## src/hdl/i2p_pkg.sv

```systemverilog
// Shared types, character codes and helper functions of the infix-to-postfix converter.
package i2p_pkg;

  localparam int unsigned STACK_DEPTH_DEF = 32;

  localparam logic [7:0] CH_CARET  = 8'h5E;
  localparam logic [7:0] CH_STAR   = 8'h2A;
  localparam logic [7:0] CH_SLASH  = 8'h2F;
  localparam logic [7:0] CH_PLUS   = 8'h2B;
  localparam logic [7:0] CH_MINUS  = 8'h2D;
  localparam logic [7:0] CH_LPAREN = 8'h28;
  localparam logic [7:0] CH_RPAREN = 8'h29;
  localparam logic [7:0] CH_SPACE  = 8'h20;
  localparam logic [7:0] CH_NL     = 8'h0A;
  localparam logic [7:0] CH_0      = 8'h30;
  localparam logic [7:0] CH_9      = 8'h39;
  localparam logic [7:0] CH_UA     = 8'h41;
  localparam logic [7:0] CH_UZ     = 8'h5A;
  localparam logic [7:0] CH_LA     = 8'h61;
  localparam logic [7:0] CH_LZ     = 8'h7A;

  localparam logic [1:0] PREC_POW = 2'd3;
  localparam logic [1:0] PREC_MUL = 2'd2;
  localparam logic [1:0] PREC_ADD = 2'd1;
  localparam logic [1:0] PREC_NONE = 2'd0;

  typedef enum logic [2:0] {
    CLS_SKIP,
    CLS_ALNUM,
    CLS_OPEN,
    CLS_CLOSE,
    CLS_OP
  } cls_t;

  typedef enum logic [1:0] {
    SRC_NONE,
    SRC_TOP,
    SRC_CHAR
  } src_t;

  typedef struct packed {
    logic load;
    logic push;
    logic pop;
    logic emit;
    src_t src;
    logic last;
    logic ovf;
    logic unm;
  } cmd_t;

  typedef struct packed {
    logic eoe;
    cls_t cls;
    logic empty;
    logic one;
    logic full;
    logic top_open;
    logic pop_ok;
    logic out_free;
  } sts_t;

  function automatic logic [1:0] prec(input logic [7:0] c);
    logic [1:0] p;
    p = PREC_NONE;
    if (c == CH_CARET) p = PREC_POW;
    else if (c == CH_STAR || c == CH_SLASH) p = PREC_MUL;
    else if (c == CH_PLUS || c == CH_MINUS) p = PREC_ADD;
    return p;
  endfunction

  function automatic cls_t classify(input logic [7:0] c);
    cls_t k;
    k = CLS_OP;
    if (c == CH_SPACE || c == CH_NL) k = CLS_SKIP;
    else if ((c >= CH_0 && c <= CH_9) || (c >= CH_UA && c <= CH_UZ) ||
             (c >= CH_LA && c <= CH_LZ)) k = CLS_ALNUM;
    else if (c == CH_LPAREN) k = CLS_OPEN;
    else if (c == CH_RPAREN) k = CLS_CLOSE;
    return k;
  endfunction

endpackage

```

## src/hdl/i2p_ram.sv

```systemverilog
// Generic single-port-write, single-port-read RAM with registered read data.
module i2p_ram #(
  parameter int unsigned WIDTH = 8,
  parameter int unsigned DEPTH = 32
) (
  input  logic                     clk,
  input  logic                     we,
  input  logic [$clog2(DEPTH)-1:0] waddr,
  input  logic [WIDTH-1:0]         wdata,
  input  logic [$clog2(DEPTH)-1:0] raddr,
  output logic [WIDTH-1:0]         rdata
);

  logic [WIDTH-1:0] mem [DEPTH];

  always_ff @(posedge clk) begin
    if (we) begin
      mem[waddr] <= wdata;
    end
    rdata <= mem[raddr];
  end

endmodule

```

## src/hdl/i2p_dp.sv

```systemverilog
// Datapath: input word register, operator stack with count, output word register.
module i2p_dp #(
  parameter int unsigned STACK_DEPTH = i2p_pkg::STACK_DEPTH_DEF
) (
  input  logic          clk,
  input  logic          rst,
  input  i2p_pkg::cmd_t cmd,
  output i2p_pkg::sts_t sts,
  input  logic [7:0]    in_char,
  input  logic          end_of_expr,
  output logic          out_valid,
  input  logic          out_ready,
  output logic [7:0]    out_char,
  output logic          char_valid,
  output logic          last,
  output logic          overflow,
  output logic          unmatched_close
);

  localparam int unsigned AW = $clog2(STACK_DEPTH);
  localparam int unsigned CW = $clog2(STACK_DEPTH + 1);

  logic [7:0]    chr;
  logic          eoe;
  logic [CW-1:0] count;
  logic [CW-1:0] count_next;
  logic [CW-1:0] count_m1;
  logic [7:0]    top;
  logic          out_valid_next;

  always_ff @(posedge clk) begin
    if (cmd.load) begin
      chr <= in_char;
      eoe <= end_of_expr;
    end
  end

  // top of stack is always being read; valid in the cycle after count settles
  assign count_m1 = count - CW'(1);

  i2p_ram #(
    .WIDTH (8),
    .DEPTH (STACK_DEPTH)
  ) u_stack (
    .clk   (clk),
    .we    (cmd.push),
    .waddr (count[AW-1:0]),
    .wdata (chr),
    .raddr (count_m1[AW-1:0]),
    .rdata (top)
  );

  always_comb begin
    count_next = count;
    if (cmd.push) begin
      count_next = count + CW'(1);
    end else if (cmd.pop) begin
      count_next = count_m1;
    end
  end

  always_ff @(posedge clk) begin
    if (rst) begin
      count <= '0;
    end else begin
      count <= count_next;
    end
  end

  assign sts.eoe      = eoe;
  assign sts.cls      = i2p_pkg::classify(chr);
  assign sts.empty    = (count == '0);
  assign sts.one      = (count == CW'(1));
  assign sts.full     = (count == CW'(STACK_DEPTH));
  assign sts.top_open = (top == i2p_pkg::CH_LPAREN);
  assign sts.pop_ok   = (i2p_pkg::prec(chr) <= i2p_pkg::prec(top));
  assign sts.out_free = !out_valid || out_ready;

  always_comb begin
    out_valid_next = out_valid;
    if (cmd.emit) begin
      out_valid_next = 1'b1;
    end else if (out_ready) begin
      out_valid_next = 1'b0;
    end
  end

  always_ff @(posedge clk) begin
    if (rst) begin
      out_valid <= 1'b0;
    end else begin
      out_valid <= out_valid_next;
    end
  end

  always_ff @(posedge clk) begin
    if (cmd.emit) begin
      case (cmd.src)
        i2p_pkg::SRC_TOP:  out_char <= top;
        i2p_pkg::SRC_CHAR: out_char <= chr;
        default:           out_char <= 8'h00;
      endcase
      char_valid      <= (cmd.src != i2p_pkg::SRC_NONE);
      last            <= cmd.last;
      overflow        <= cmd.ovf;
      unmatched_close <= cmd.unm;
    end
  end

endmodule

```

## src/hdl/i2p_ctrl.sv

```systemverilog
// Controller: sequences accept, stack pops and pushes, and result emission per word.
module i2p_ctrl (
  input  logic          clk,
  input  logic          rst,
  input  logic          in_valid,
  output logic          in_ready,
  input  i2p_pkg::sts_t sts,
  output i2p_pkg::cmd_t cmd
);

  typedef enum logic [2:0] {
    S_IDLE  = 3'b001,
    S_EXEC  = 3'b010,
    S_FETCH = 3'b100
  } state_t;

  state_t state;
  state_t state_next;

  assign in_ready = (state == S_IDLE);

  always_comb begin
    state_next = state;
    cmd.load   = 1'b0;
    cmd.push   = 1'b0;
    cmd.pop    = 1'b0;
    cmd.emit   = 1'b0;
    cmd.src    = i2p_pkg::SRC_NONE;
    cmd.last   = 1'b0;
    cmd.ovf    = 1'b0;
    cmd.unm    = 1'b0;
    unique case (state)
      S_IDLE: begin
        if (in_valid) begin
          cmd.load   = 1'b1;
          state_next = S_EXEC;
        end
      end
      S_FETCH: begin
        state_next = S_EXEC;
      end
      S_EXEC: begin
        if (sts.eoe) begin
          if (sts.out_free) begin
            cmd.emit   = 1'b1;
            cmd.src    = sts.empty ? i2p_pkg::SRC_NONE : i2p_pkg::SRC_TOP;
            cmd.last   = sts.empty || sts.one;
            cmd.pop    = !sts.empty;
            state_next = (sts.empty || sts.one) ? S_IDLE : S_FETCH;
          end
        end else begin
          case (sts.cls)
            i2p_pkg::CLS_SKIP: begin
              state_next = S_IDLE;
            end
            i2p_pkg::CLS_ALNUM: begin
              if (sts.out_free) begin
                cmd.emit   = 1'b1;
                cmd.src    = i2p_pkg::SRC_CHAR;
                state_next = S_IDLE;
              end
            end
            i2p_pkg::CLS_OPEN: begin
              if (!sts.full) begin
                cmd.push   = 1'b1;
                state_next = S_IDLE;
              end else if (sts.out_free) begin
                cmd.emit   = 1'b1;
                cmd.ovf    = 1'b1;
                state_next = S_IDLE;
              end
            end
            i2p_pkg::CLS_CLOSE: begin
              if (!sts.empty && !sts.top_open) begin
                if (sts.out_free) begin
                  cmd.emit   = 1'b1;
                  cmd.src    = i2p_pkg::SRC_TOP;
                  cmd.pop    = 1'b1;
                  state_next = S_FETCH;
                end
              end else if (!sts.empty) begin
                cmd.pop    = 1'b1;
                state_next = S_IDLE;
              end else if (sts.out_free) begin
                cmd.emit   = 1'b1;
                cmd.unm    = 1'b1;
                state_next = S_IDLE;
              end
            end
            default: begin
              if (!sts.empty && !sts.top_open && sts.pop_ok) begin
                if (sts.out_free) begin
                  cmd.emit   = 1'b1;
                  cmd.src    = i2p_pkg::SRC_TOP;
                  cmd.pop    = 1'b1;
                  state_next = S_FETCH;
                end
              end else if (!sts.full) begin
                cmd.push   = 1'b1;
                state_next = S_IDLE;
              end else if (sts.out_free) begin
                cmd.emit   = 1'b1;
                cmd.ovf    = 1'b1;
                state_next = S_IDLE;
              end
            end
          endcase
        end
      end
      default: begin
        state_next = S_IDLE;
      end
    endcase
  end

  always_ff @(posedge clk) begin
    if (rst) begin
      state <= S_IDLE;
    end else begin
      state <= state_next;
    end
  end

endmodule

```

## src/hdl/infix_to_postfix_converter_core.sv

```systemverilog
// Top level of the infix-to-postfix converter: controller and datapath.
//
// Input stream: one expression character per word on s_axis_tdata; s_axis_tlast
// marks an end-of-expression word, whose character is ignored and which flushes
// the operator stack. Output stream: one result per word; m_axis_tlast is set on
// the final word of a flush. Error words carry no character.
// Each input word is accepted, then executed; each operator popped off the stack
// ahead of the word's final step adds a fetch step, as the stack memory has a
// registered read port and a new top of stack is only visible in the cycle after
// the count moves. A flush emits the stack entries one word at a time.
// s_axis_tready is high only between words. The output register holds a word
// while m_axis_tready is low; the block then stalls at the next word it must
// emit.
// Reset empties the stack and the output register; stack contents need no clear.
module infix_to_postfix_converter_core #(
  parameter int unsigned STACK_DEPTH = i2p_pkg::STACK_DEPTH_DEF
) (
  input  logic        clk,
  input  logic        rst,
  input  logic        s_axis_tvalid,
  output logic        s_axis_tready,
  input  logic [7:0]  s_axis_tdata,   // [7:0] in_char
  input  logic        s_axis_tlast,   // end_of_expr
  output logic        m_axis_tvalid,
  input  logic        m_axis_tready,
  output logic [15:0] m_axis_tdata,   // [7:0] out_char, [8] char_valid, [9] overflow,
                                      // [10] unmatched_close, [15:11] zero
  output logic        m_axis_tlast    // last
);

  i2p_pkg::cmd_t cmd;
  i2p_pkg::sts_t sts;
  logic [7:0]    out_char;
  logic          char_valid;
  logic          overflow;
  logic          unmatched_close;

  i2p_ctrl u_ctrl (
    .clk      (clk),
    .rst      (rst),
    .in_valid (s_axis_tvalid),
    .in_ready (s_axis_tready),
    .sts      (sts),
    .cmd      (cmd)
  );

  i2p_dp #(
    .STACK_DEPTH (STACK_DEPTH)
  ) u_dp (
    .clk             (clk),
    .rst             (rst),
    .cmd             (cmd),
    .sts             (sts),
    .in_char         (s_axis_tdata),
    .end_of_expr     (s_axis_tlast),
    .out_valid       (m_axis_tvalid),
    .out_ready       (m_axis_tready),
    .out_char        (out_char),
    .char_valid      (char_valid),
    .last            (m_axis_tlast),
    .overflow        (overflow),
    .unmatched_close (unmatched_close)
  );

  assign m_axis_tdata = {5'b0, unmatched_close, overflow, char_valid, out_char};

endmodule

```

## config.mk

```make
export PLATFORM = sky130hd
export DESIGN_NAME = infix_to_postfix_converter_core
export DESIGN_NICKNAME = d
export VERILOG_FILES = /design/src/hdl/i2p_pkg.sv /design/src/hdl/i2p_ram.sv /design/src/hdl/i2p_dp.sv /design/src/hdl/i2p_ctrl.sv /design/src/hdl/infix_to_postfix_converter_core.sv
export SDC_FILE = /design/constraint.sdc
export NUM_CORES = 1
export LEC_CHECK = 0
export BUFFER_PORTS_ARGS = -buffer_cell sky130_fd_sc_hd__buf_4
export CELL_PAD_IN_SITES_DETAIL_PLACEMENT = 0
export CELL_PAD_IN_SITES_GLOBAL_PLACEMENT = 2
export CORE_MARGIN = 2
export CORE_UTILIZATION = 52
export CTS_CLUSTER_DIAMETER = 40
export DETAILED_ROUTE_END_ITERATION = 7
export PLACE_DENSITY_LB_ADDON = 0.1
export SETUP_SLACK_MARGIN = 0.02
export SYNTH_ARGS = -nofsm -noshare
export SYNTH_HDL_FRONTEND = slang
export SYNTH_HIERARCHICAL = 1
export SYNTH_SLANG_ARGS = --single-unit
```

## constraint.sdc

```tcl
create_clock -name clk -period 12 [get_ports clk]
set_clock_uncertainty 0.1 [all_clocks]
set_input_delay 1.8 -clock clk [delete_from_list [all_inputs] [get_ports clk]]
set_output_delay 1.8 -clock clk [all_outputs]
set_load 0.01 [all_outputs]
```

-- Word level (Yosys, flattened, before mapping)
Memory sizes are Yosys's and may differ from the RTL's. A register that Yosys moved wholly into a read port is not among the register bits.
Index checks and enable logic that the tools add are counted.
- add/sub/neg operators: 2
- multiply operators: 0
- div/mod/pow operators: 0
- magnitude comparators: 7
- equality and inequality tests: 27
- shift operators: 0
- mux-type cells: 59
- bitwise logic cells: 2
- reductions and logical operators: 29
- operators with widths (cell ; count):
    == test 8 x 6 -> 1 bit, second input constant ; 12
    2-to-1 mux 3 bit ; 15
    2-to-1 mux 1 bit ; 22
    == test 8 x 7 -> 1 bit, second input constant ; 2
    >= comparator 8 x 7 -> 1 bit, second input constant ; 2
    less-or-equal comparator 8 x 7 -> 1 bit, second input constant ; 2
    2-to-1 mux 2 bit ; 8
    case mux 8 bit (2 select lines) ; 1
    2-to-1 mux 6 bit ; 2
    case mux 3 bit (4 select lines) ; 1
    == test 3 x 2 -> 1 bit, second input constant ; 3
    logical OR 1 bit ; 9
    case mux 3 bit (3 select lines) ; 1
    == test 8 x 4 -> 1 bit, second input constant ; 1
    >= comparator 8 x 6 -> 1 bit, second input constant ; 1
    less-or-equal comparator 8 x 6 -> 1 bit, second input constant ; 1
    2-to-1 mux 4 bit ; 2
    2-to-1 mux 8 bit ; 1
    adder 6 x 1 -> 6 bit, second input constant ; 1
    == test 3 x 1 -> 1 bit, second input constant ; 2
    == test 6 x 1 -> 1 bit, second input constant ; 1
    == test 6 bit, second input constant ; 1
    zero test 6 bit ; 1
    case mux 1 bit (2 select lines) ; 3
    20 further kinds ; 31
- register bits after elaboration: 31
- latch bits: 0
- bits in writable memories: 256
- ROM bits: 0
- output and inout port bits: 19
- memories: 1
- memory list (name ; depth ; width ; rd ports ; clocked after memory_dff ; write ports ; line ; text):
    u_dp.u_stack.mem ; 32 ; 8 ; 1 ; 1 ; 1 ; i2p_ram.sv:14 ; logic [WIDTH-1:0] mem [DEPTH];

-- Longest topological paths before layout
Gate-level depths: netlist of run 1.
- depth in word-level cells: 13
- depth in mapped cells: 17
- gate-level depth less buffers: 15

-- By module
Netlist of run 1, hierarchy kept.
- modules (own cells, without submodules) (module ; times used ; cells an instance ; area an instance (um^2)):
    i2p_ram ; 1 ; 417 ; 10053.4
    i2p_dp ; 1 ; 152 ; 1605.3
    i2p_ctrl ; 1 ; 63 ; 432.9
    infix_to_postfix_converter_core ; 1 ; 9 ; 63.8

-- Worst setup path after synthesis of run 1
No wires, ideal clock.
- path type: reg-to-reg
- start: register u_dp.chr[0]
- end: register u_dp.char_valid (enable)
- data arrival time: 3624 ps
- path slack: 7869 ps
- stages on the path, launching flop included: 10
- period minus slack after synthesis: 4131 ps
- cells stage by stage: edfxtp_1 -> buf_2 -> xnor2_1 -> nand3_1 -> a21oi_1 -> ha_1 -> nor2b_1 -> o21ai_0 -> or3b_2 -> a311oi_1
- RTL lines (item ; line ; text):
    from (decl) ; i2p_dp.sv:23 ; logic [7:0] chr;
    from (signal assigned) ; i2p_dp.sv:33 ; chr <= in_char;
    to (signal assigned) ; i2p_dp.sv:103 ; char_valid <= (cmd.src != i2p_pkg::SRC_NONE);
    to (decl) ; i2p_dp.sv:14 ; output logic char_valid,

==> results of run 1 <==
[worst paths after layout]
check                     start                      end  slack [ps]  cells past startpoint
setup / recovery    u_dp/chr[7]  u_dp/u_stack/mem[16][1]        7240                     13
hold / removal    u_dp/count[5]            u_dp/count[5]         480                      2
setup reg to reg    u_dp/chr[7]  u_dp/u_stack/mem[16][1]        7240                     13
hold reg to reg   u_dp/count[5]            u_dp/count[5]         480                      2
[layer usage]
layer | wire length, um | global-route usage | vias to the layer above
li1 | - | - | 2668
met1 | 11090 | 0.3107 | 3138
met2 | 12070 | 0.3452 | 167
met3 | 1260 | 0.03469 | 39
met4 | 513 | 0.06073 | 0
met5 | 0 | 0 | -
[sequential cells by signal, summed over array words and instances (netlist names)]
register              cells
u_ctrl/state              3
u_dp/char_valid           1
u_dp/chr                  8
u_dp/count                6
u_dp/eoe                  1
u_dp/last                 1
u_dp/out_char             8
u_dp/out_valid            1
u_dp/overflow             1
u_dp/u_stack/mem        256
u_dp/u_stack/rdata        8
u_dp/unmatched_close      1
[critical path, stage by stage, from the launching register on]
cell,delay (ps)
edfxtp_1,960
buf_4,330
nor2b_1,80
nand2_1,70
a21oi_1,60
ha_1,300
nor2b_1,120
o21ai_0,140
or3b_2,250
nand2_1,50
o21ai_0,130
and3_1,430
or3b_2,650
nor2_1,710
[placed cells by master, fill, tap and decap left out, drive strengths merged, types with 5 or more instances in the layout]
cell type and instances:
edfxtp 277, mux4 80, nor2 50, clkbuf 44
buf 38, inv 19, dfxtp 18, nand2 16
nor2b 16, nand3 10, a21oi 10, clkinv 10
ha 9, mux2 9, a22oi 8, nand3b 7
o21ai 7, conb 5, and3 5, xnor2 5
or3b 5, xor2 5
[power groups by stage]
stage	combinational, uW	clock (uW)	sequential (uW)
final	219	1060	1190
after global routing	239	1120	1190
after CTS	222	1090	1190
after detailed placement	222	0	1210
after global placement	219	0	1210
after floorplan	133	0	1220
[area by class of cell]
cell class	instances	area [sq um]
clock buffer	44	952.2
clock inverter	22	241.5
inverter	13	51.30
sequential	295	8678
tap	313	391.6
multi-input combinational	298	3242
fill	1603	8936
timing repair buffer	38	285.3
[cells by family (layout without fill, tap and decap cells)]
kind of cell               Yosys count  in the layout
xor gates and xnor gates            10             10
muxes                               90             90
AOI/OAI and AO/OA                   44             44
buffers and inverters               52            117
and+or+nand+nor                    140            140
other                                1              5
adders and majority gates            9              9
DFF                                295            295
[per-stage QoR]
| stage | setup slack (ps) | cell area [sq um] | utilization | cells | hold slack (ps) |
|---|---|---|---|---|---|
| 6_report | 7236 | 13840 | 0.6077 | 1023 | 481.0 |
| 5_1_grt | 6775 | 13840 | 0.6077 | 1023 | 548.4 |
| 3_5_place_dp | 7184 | 12650 | 0.5553 | 957 | 472.9 |
| 4_1_cts | 7162 | 13840 | 0.6077 | 1023 | 487.7 |
| 2_1_floorplan | 7869 | 12170 | - | 645 | 438.9 |
| 3_3_place_gp | 7380 | 12650 | 0.5553 | 957 | 465.7 |
==> results.py, run 1 <==
metrics = {
    "outcome": {
        "status": "finished clean",
    },
    "routing": {
        "initialDrtViolationCount": 536,
        "vias": 6012,
        "dr.pass1.iters": 4,
        "drcViolationCount": 0,
        "totalWireLength_um": 24930,
        "routed_via_density": 5.877,
        "wl_per_cell_um": 24.37,
        "antenna_left": 0,
    },
    "synth": {
        "postSynth.asyncResetShare": 0,
        "synth_fa_ha_area_frac": 0.009264,
        "synth_top_family_by_area": "multiplexers",
        "synthMuxAreaShare": 0.1574,
        "synth.avg_cell_area_sq_um": 18.96,
        "synth_compound_area_frac": 0.02625,
        "ys_ff_latch": 295,
        "synthTopCellsByCount": "277 x edfxtp_1, 80 x mux4_2, 50 x nor2_1",
        "synth_top_area_share": 0.6843,
        "ys_seq_area_frac": 0.7139,
        "synth_flop_cell": "edfxtp_1",
        "synth-edff-count": 277,
        "synth-simple-area-share": 0.06300,
        "ys_types": 61,
        "netlist_area_sq_um": 12160,
        "yosys_warnings": 6,
        "yosysTopAreaCell": "edfxtp_1",
        "synthXorXnorAreaFrac": 0.007205,
        "netlist_instances": 641,
        "synth_most_common_cell": "edfxtp_1",
        "synthTopCellsByArea": "edfxtp_1 68%, mux4_2 15%, dfxtp_1 3.0%",
    },
    "global_route": {
        "grt_max_degree": 65,
        "grt_pass1_vias": 6230,
        "grt.overflow.total": 0,
        "grt_pass1_wl_um": 38540,
        "antenna_found_initial": 0,
        "grt_util_all_layers": 0.2151,
    },
    "hold_path": {
        "hold_path.class": "reg2reg",
    },
    "timing": {
        "rsz0062_at_grt": "no",
        "tightest_slew_ps": 1090,
        "max_freq_mhz": 209.9,
        "slew_violations": 0,
        "timing.final.crit_period_ps": 4764,
        "setup_violations": 0,
        "tns_ps": 0,
        "hold_viol": 0,
        "relSlewSlack": 0.2734,
        "min_period_over_period": 0.3970,
    },
    "final_layout": {
        "antenna_cells": 0,
        "nets": 705,
        "syn2layout_area_growth_pct": 13.88,
        "drive_gt1_frac": 0.2746,
    },
    "floorplanning": {
        "core_area_sq_um": 22780,
        "fp-row-count": 55,
        "start_util": 0.5336,
        "die_y_um": 156.9,
        "ioPinCount": 32,
        "fp.dieW_um": 156.9,
        "die-area_sq_um": 24610,
    },
    "place": {
        "port_buffers": 26,
        "gp_congestion": 0.8060,
        "dp.final_hpwl_um": 15800,
    },
    "cts": {
        "cts.clk_slew.worst_paths_ps": 50,
        "cts_tree": "done",
        "cts_buffers": 37,
        "clock_latency_ps": 510,
        "ctsRootBufferMaster": "clkbuf_16",
        "cts_max_level": 2,
        "clock_path_buffers": 3,
        "cts_sinks": 295,
        "post_cts_buffers": 0,
        "cts_resized": 0,
        "cts_hold_buf": 0,
    },
    "critical_path": {
        "start_kind": "flip-flop",
        "cp.arrival_ps": 4800,
        "end_kind": "flip-flop",
        "worst-setup-path-type": "reg2reg",
        "cp_data_required_time_ps": 12040,
        "crit_fanout": 27,
    },
    "pwr": {
        "seq_power_share": 0.483,
        "comb_power_share": 0.088,
        "power_switching_uw": 568.6,
        "p_sw_frac": 0.2302,
        "intPower_uw": 1902,
        "clkPwrFrac": 0.429,
        "cellLeakagePower_uw": 0.004482,
        "p_total_uw": 2470,
        "peakVddDrop_mv": 0.1570,
        "power.density_nw_per_um2": 178.5,
    },
    "job": {
        "max_cap_violations": 0,
    },
}
(Power assumes the default switching activity.)
==> run 2, diff against run 1 <==
- CORE_UTILIZATION: 52 -> 44
- clock period: 12 -> 4.2 ns (I/O delays scaled with it)
==> results.py, run 2 (same netlist as run 1, synthesis figures left out) <==
metrics = {
    "outcome": {
        "status": "finished clean",
    },
    "critical_path": {
        "end_kind": "flip-flop",
        "r2r-end": "u_dp/count[5]",
        "crit_fanout": 35,
        "cp.arrival_ps": 4280,
        "rr_startpoint": "u_dp/chr[1]",
        "worst-setup-path-type": "reg2reg",
        "start_kind": "flip-flop",
        "ff2ff_setup_slack_ps": 220,
        "r2r_cells": 14,
        "cp_data_required_time_ps": 4490,
    },
    "hold_path": {
        "holdPathStages": 1,
        "hold_path.class": "in2reg",
        "min-delay-start": "s_axis_tdata[7]",
        "hold_end": "u_dp/chr[7]",
    },
    "floorplanning": {
        "fp-row-count": 60,
        "start_util": 0.4498,
        "fp.dieW_um": 170.2,
        "ioPinCount": 32,
        "core_area_sq_um": 27030,
        "die_y_um": 170.2,
        "die-area_sq_um": 28970,
    },
    "cts": {
        "ctsRootBufferMaster": "clkbuf_16",
        "clock_latency_ps": 520,
        "cts_resized": 0,
        "clock_path_buffers": 3,
        "cts_max_level": 2,
        "cts_tree": "done",
        "post_cts_buffers": 0,
        "cts_sinks": 295,
        "cts_buffers": 40,
        "cts.clk_slew.worst_paths_ps": 60,
        "cts_hold_buf": 0,
    },
    "timing": {
        "min_period_over_period": 0.9486,
        "setup_ws_ps": 215.8,
        "tightest_slew_ps": 872.0,
        "setup_violations": 0,
        "rsz0062_at_grt": "yes",
        "timing.final.crit_period_ps": 3984,
        "slew_violations": 0,
        "max_freq_mhz": 251.0,
        "hold_viol": 0,
        "relSlewSlack": 0.4165,
    },
    "final_layout": {
        "multi_input_area_sq_um": 3249,
        "antenna_cells": 0,
        "nets": 737,
        "final_common_cell": "edfxtp_1",
        "largest_reg_flops": 256,
        "post-route-util": 0.5257,
        "seq_area_sq_um": 8678,
        "final_cell_mix": "277 x edfxtp_1, 80 x mux4_2, 66 x buf_4",
        "finalNonFillerCells": 1086,
        "fill_cells": 2146,
        "drive_gt1_frac": 0.3141,
        "syn2layout_area_growth_pct": 16.89,
        "largest-register": "u_dp/u_stack/mem",
    },
    "routing": {
        "vias": 6267,
        "totalWireLength_um": 27670,
        "drcViolationCount": 0,
        "routed_via_density": 5.771,
        "dr.pass1.iters": 5,
        "initialDrtViolationCount": 516,
        "antenna_left": 0,
        "wl_per_cell_um": 25.48,
    },
    "global_route": {
        "grt_max_degree": 39,
        "grt_pass1_vias": 6456,
        "grt_util_all_layers": 0.1990,
        "grt_pass1_wl_um": 41550,
        "grt.overflow.total": 0,
        "antenna_found_initial": 0,
    },
    "pwr": {
        "cellLeakagePower_uw": 0.004696,
        "peakVddDrop_mv": 0.3704,
        "power.density_nw_per_um2": 513.5,
    },
    "place": {
        "gp_congestion": 0.7859,
        "dp_cells": 1014,
        "port_buffers": 26,
        "dp.final_hpwl_um": 17860,
        "dp_slack_ps": 200.3,
    },
    "job": {
        "max_cap_violations": 0,
    },
}
==> run 2: changes by cell type in the layout (fill, tap and decap cells not counted), moves of 2 or more <==
cell        change
clkbuf_16       +4
inv_6           +3
clkinv_8        -2
clkbuf_1        -3
clkinvlp_4      -2
clkinv_2        +5
buf_4          +28
==> run 2: how the worst max path moves through the flow <==
stage	cells past startpoint	to	from	slack, ps
final	14	u_dp/count[5]	u_dp/chr[1]	220
after global routing	10	u_dp/u_stack/mem[9][2]	u_dp/chr[1]	-80
after CTS	14	u_dp/count[5]	u_dp/chr[1]	170
after detailed placement	14	u_dp/count[5]	u_dp/chr[1]	200
after global placement	14	u_dp/count[5]	u_dp/chr[1]	180
after floorplan	9	u_dp/char_valid	u_dp/chr[0]	70
==> run 2: layer usage <==
metal	up-vias	global-route usage	routed length, um
li1	2744	-	-
met1	3299	0.2808	12270
met2	172	0.3180	13340
met3	52	0.03372	1316
met4	0	0.06577	737
met5	-	0	0
==> run 2: stage by stage <==
step	setup TNS, ps	cell area, sq um	power (uW)	hold slack (ps)
after CTS	0	14200	7387	167.0
after global placement	0	12910	4139	470.8
after floorplan	0	12170	3877	438.9
after detailed placement	0	12910	4148	473.9
after global routing	-2364	14210	7568	173.3
final	0	14210	7297	185.2
==> run 2: worst max-delay path, cell delays in order (launching register included) <==
cell and delay, ps:
edfxtp_1 520, buf_4 330, a21oi_1 190, o22ai_1 90, a221o_1 330, a21boi_1 160
buf_4 200, nor2b_1 270, and2_1 200, a211oi_1 70, a2111oi_1 590, buf_4 260
nor2_1 90, a21oi_2 120, mux2_1 320
==> run 2: area by class of cell <==
type | instances | share of cell area
Inverter | 13 | 0.003610
Clock inverter | 27 | 0.01735
Multi-Input combinational cell | 298 | 0.2287
Timing Repair Buffer | 67 | 0.03628
Tap cell | 341 | 0.03003
Clock buffer | 45 | 0.07327
Sequential cell | 295 | 0.6108
==> run 2: report_power, final <==
group / internal, uW / total, uW / switching [uW]
registers: 3350 / 3400 / 53.2
clock network: 1990 / 3220 / 1230
logic: 271 / 674 / 403
total: 5610 / 7300 / 1690
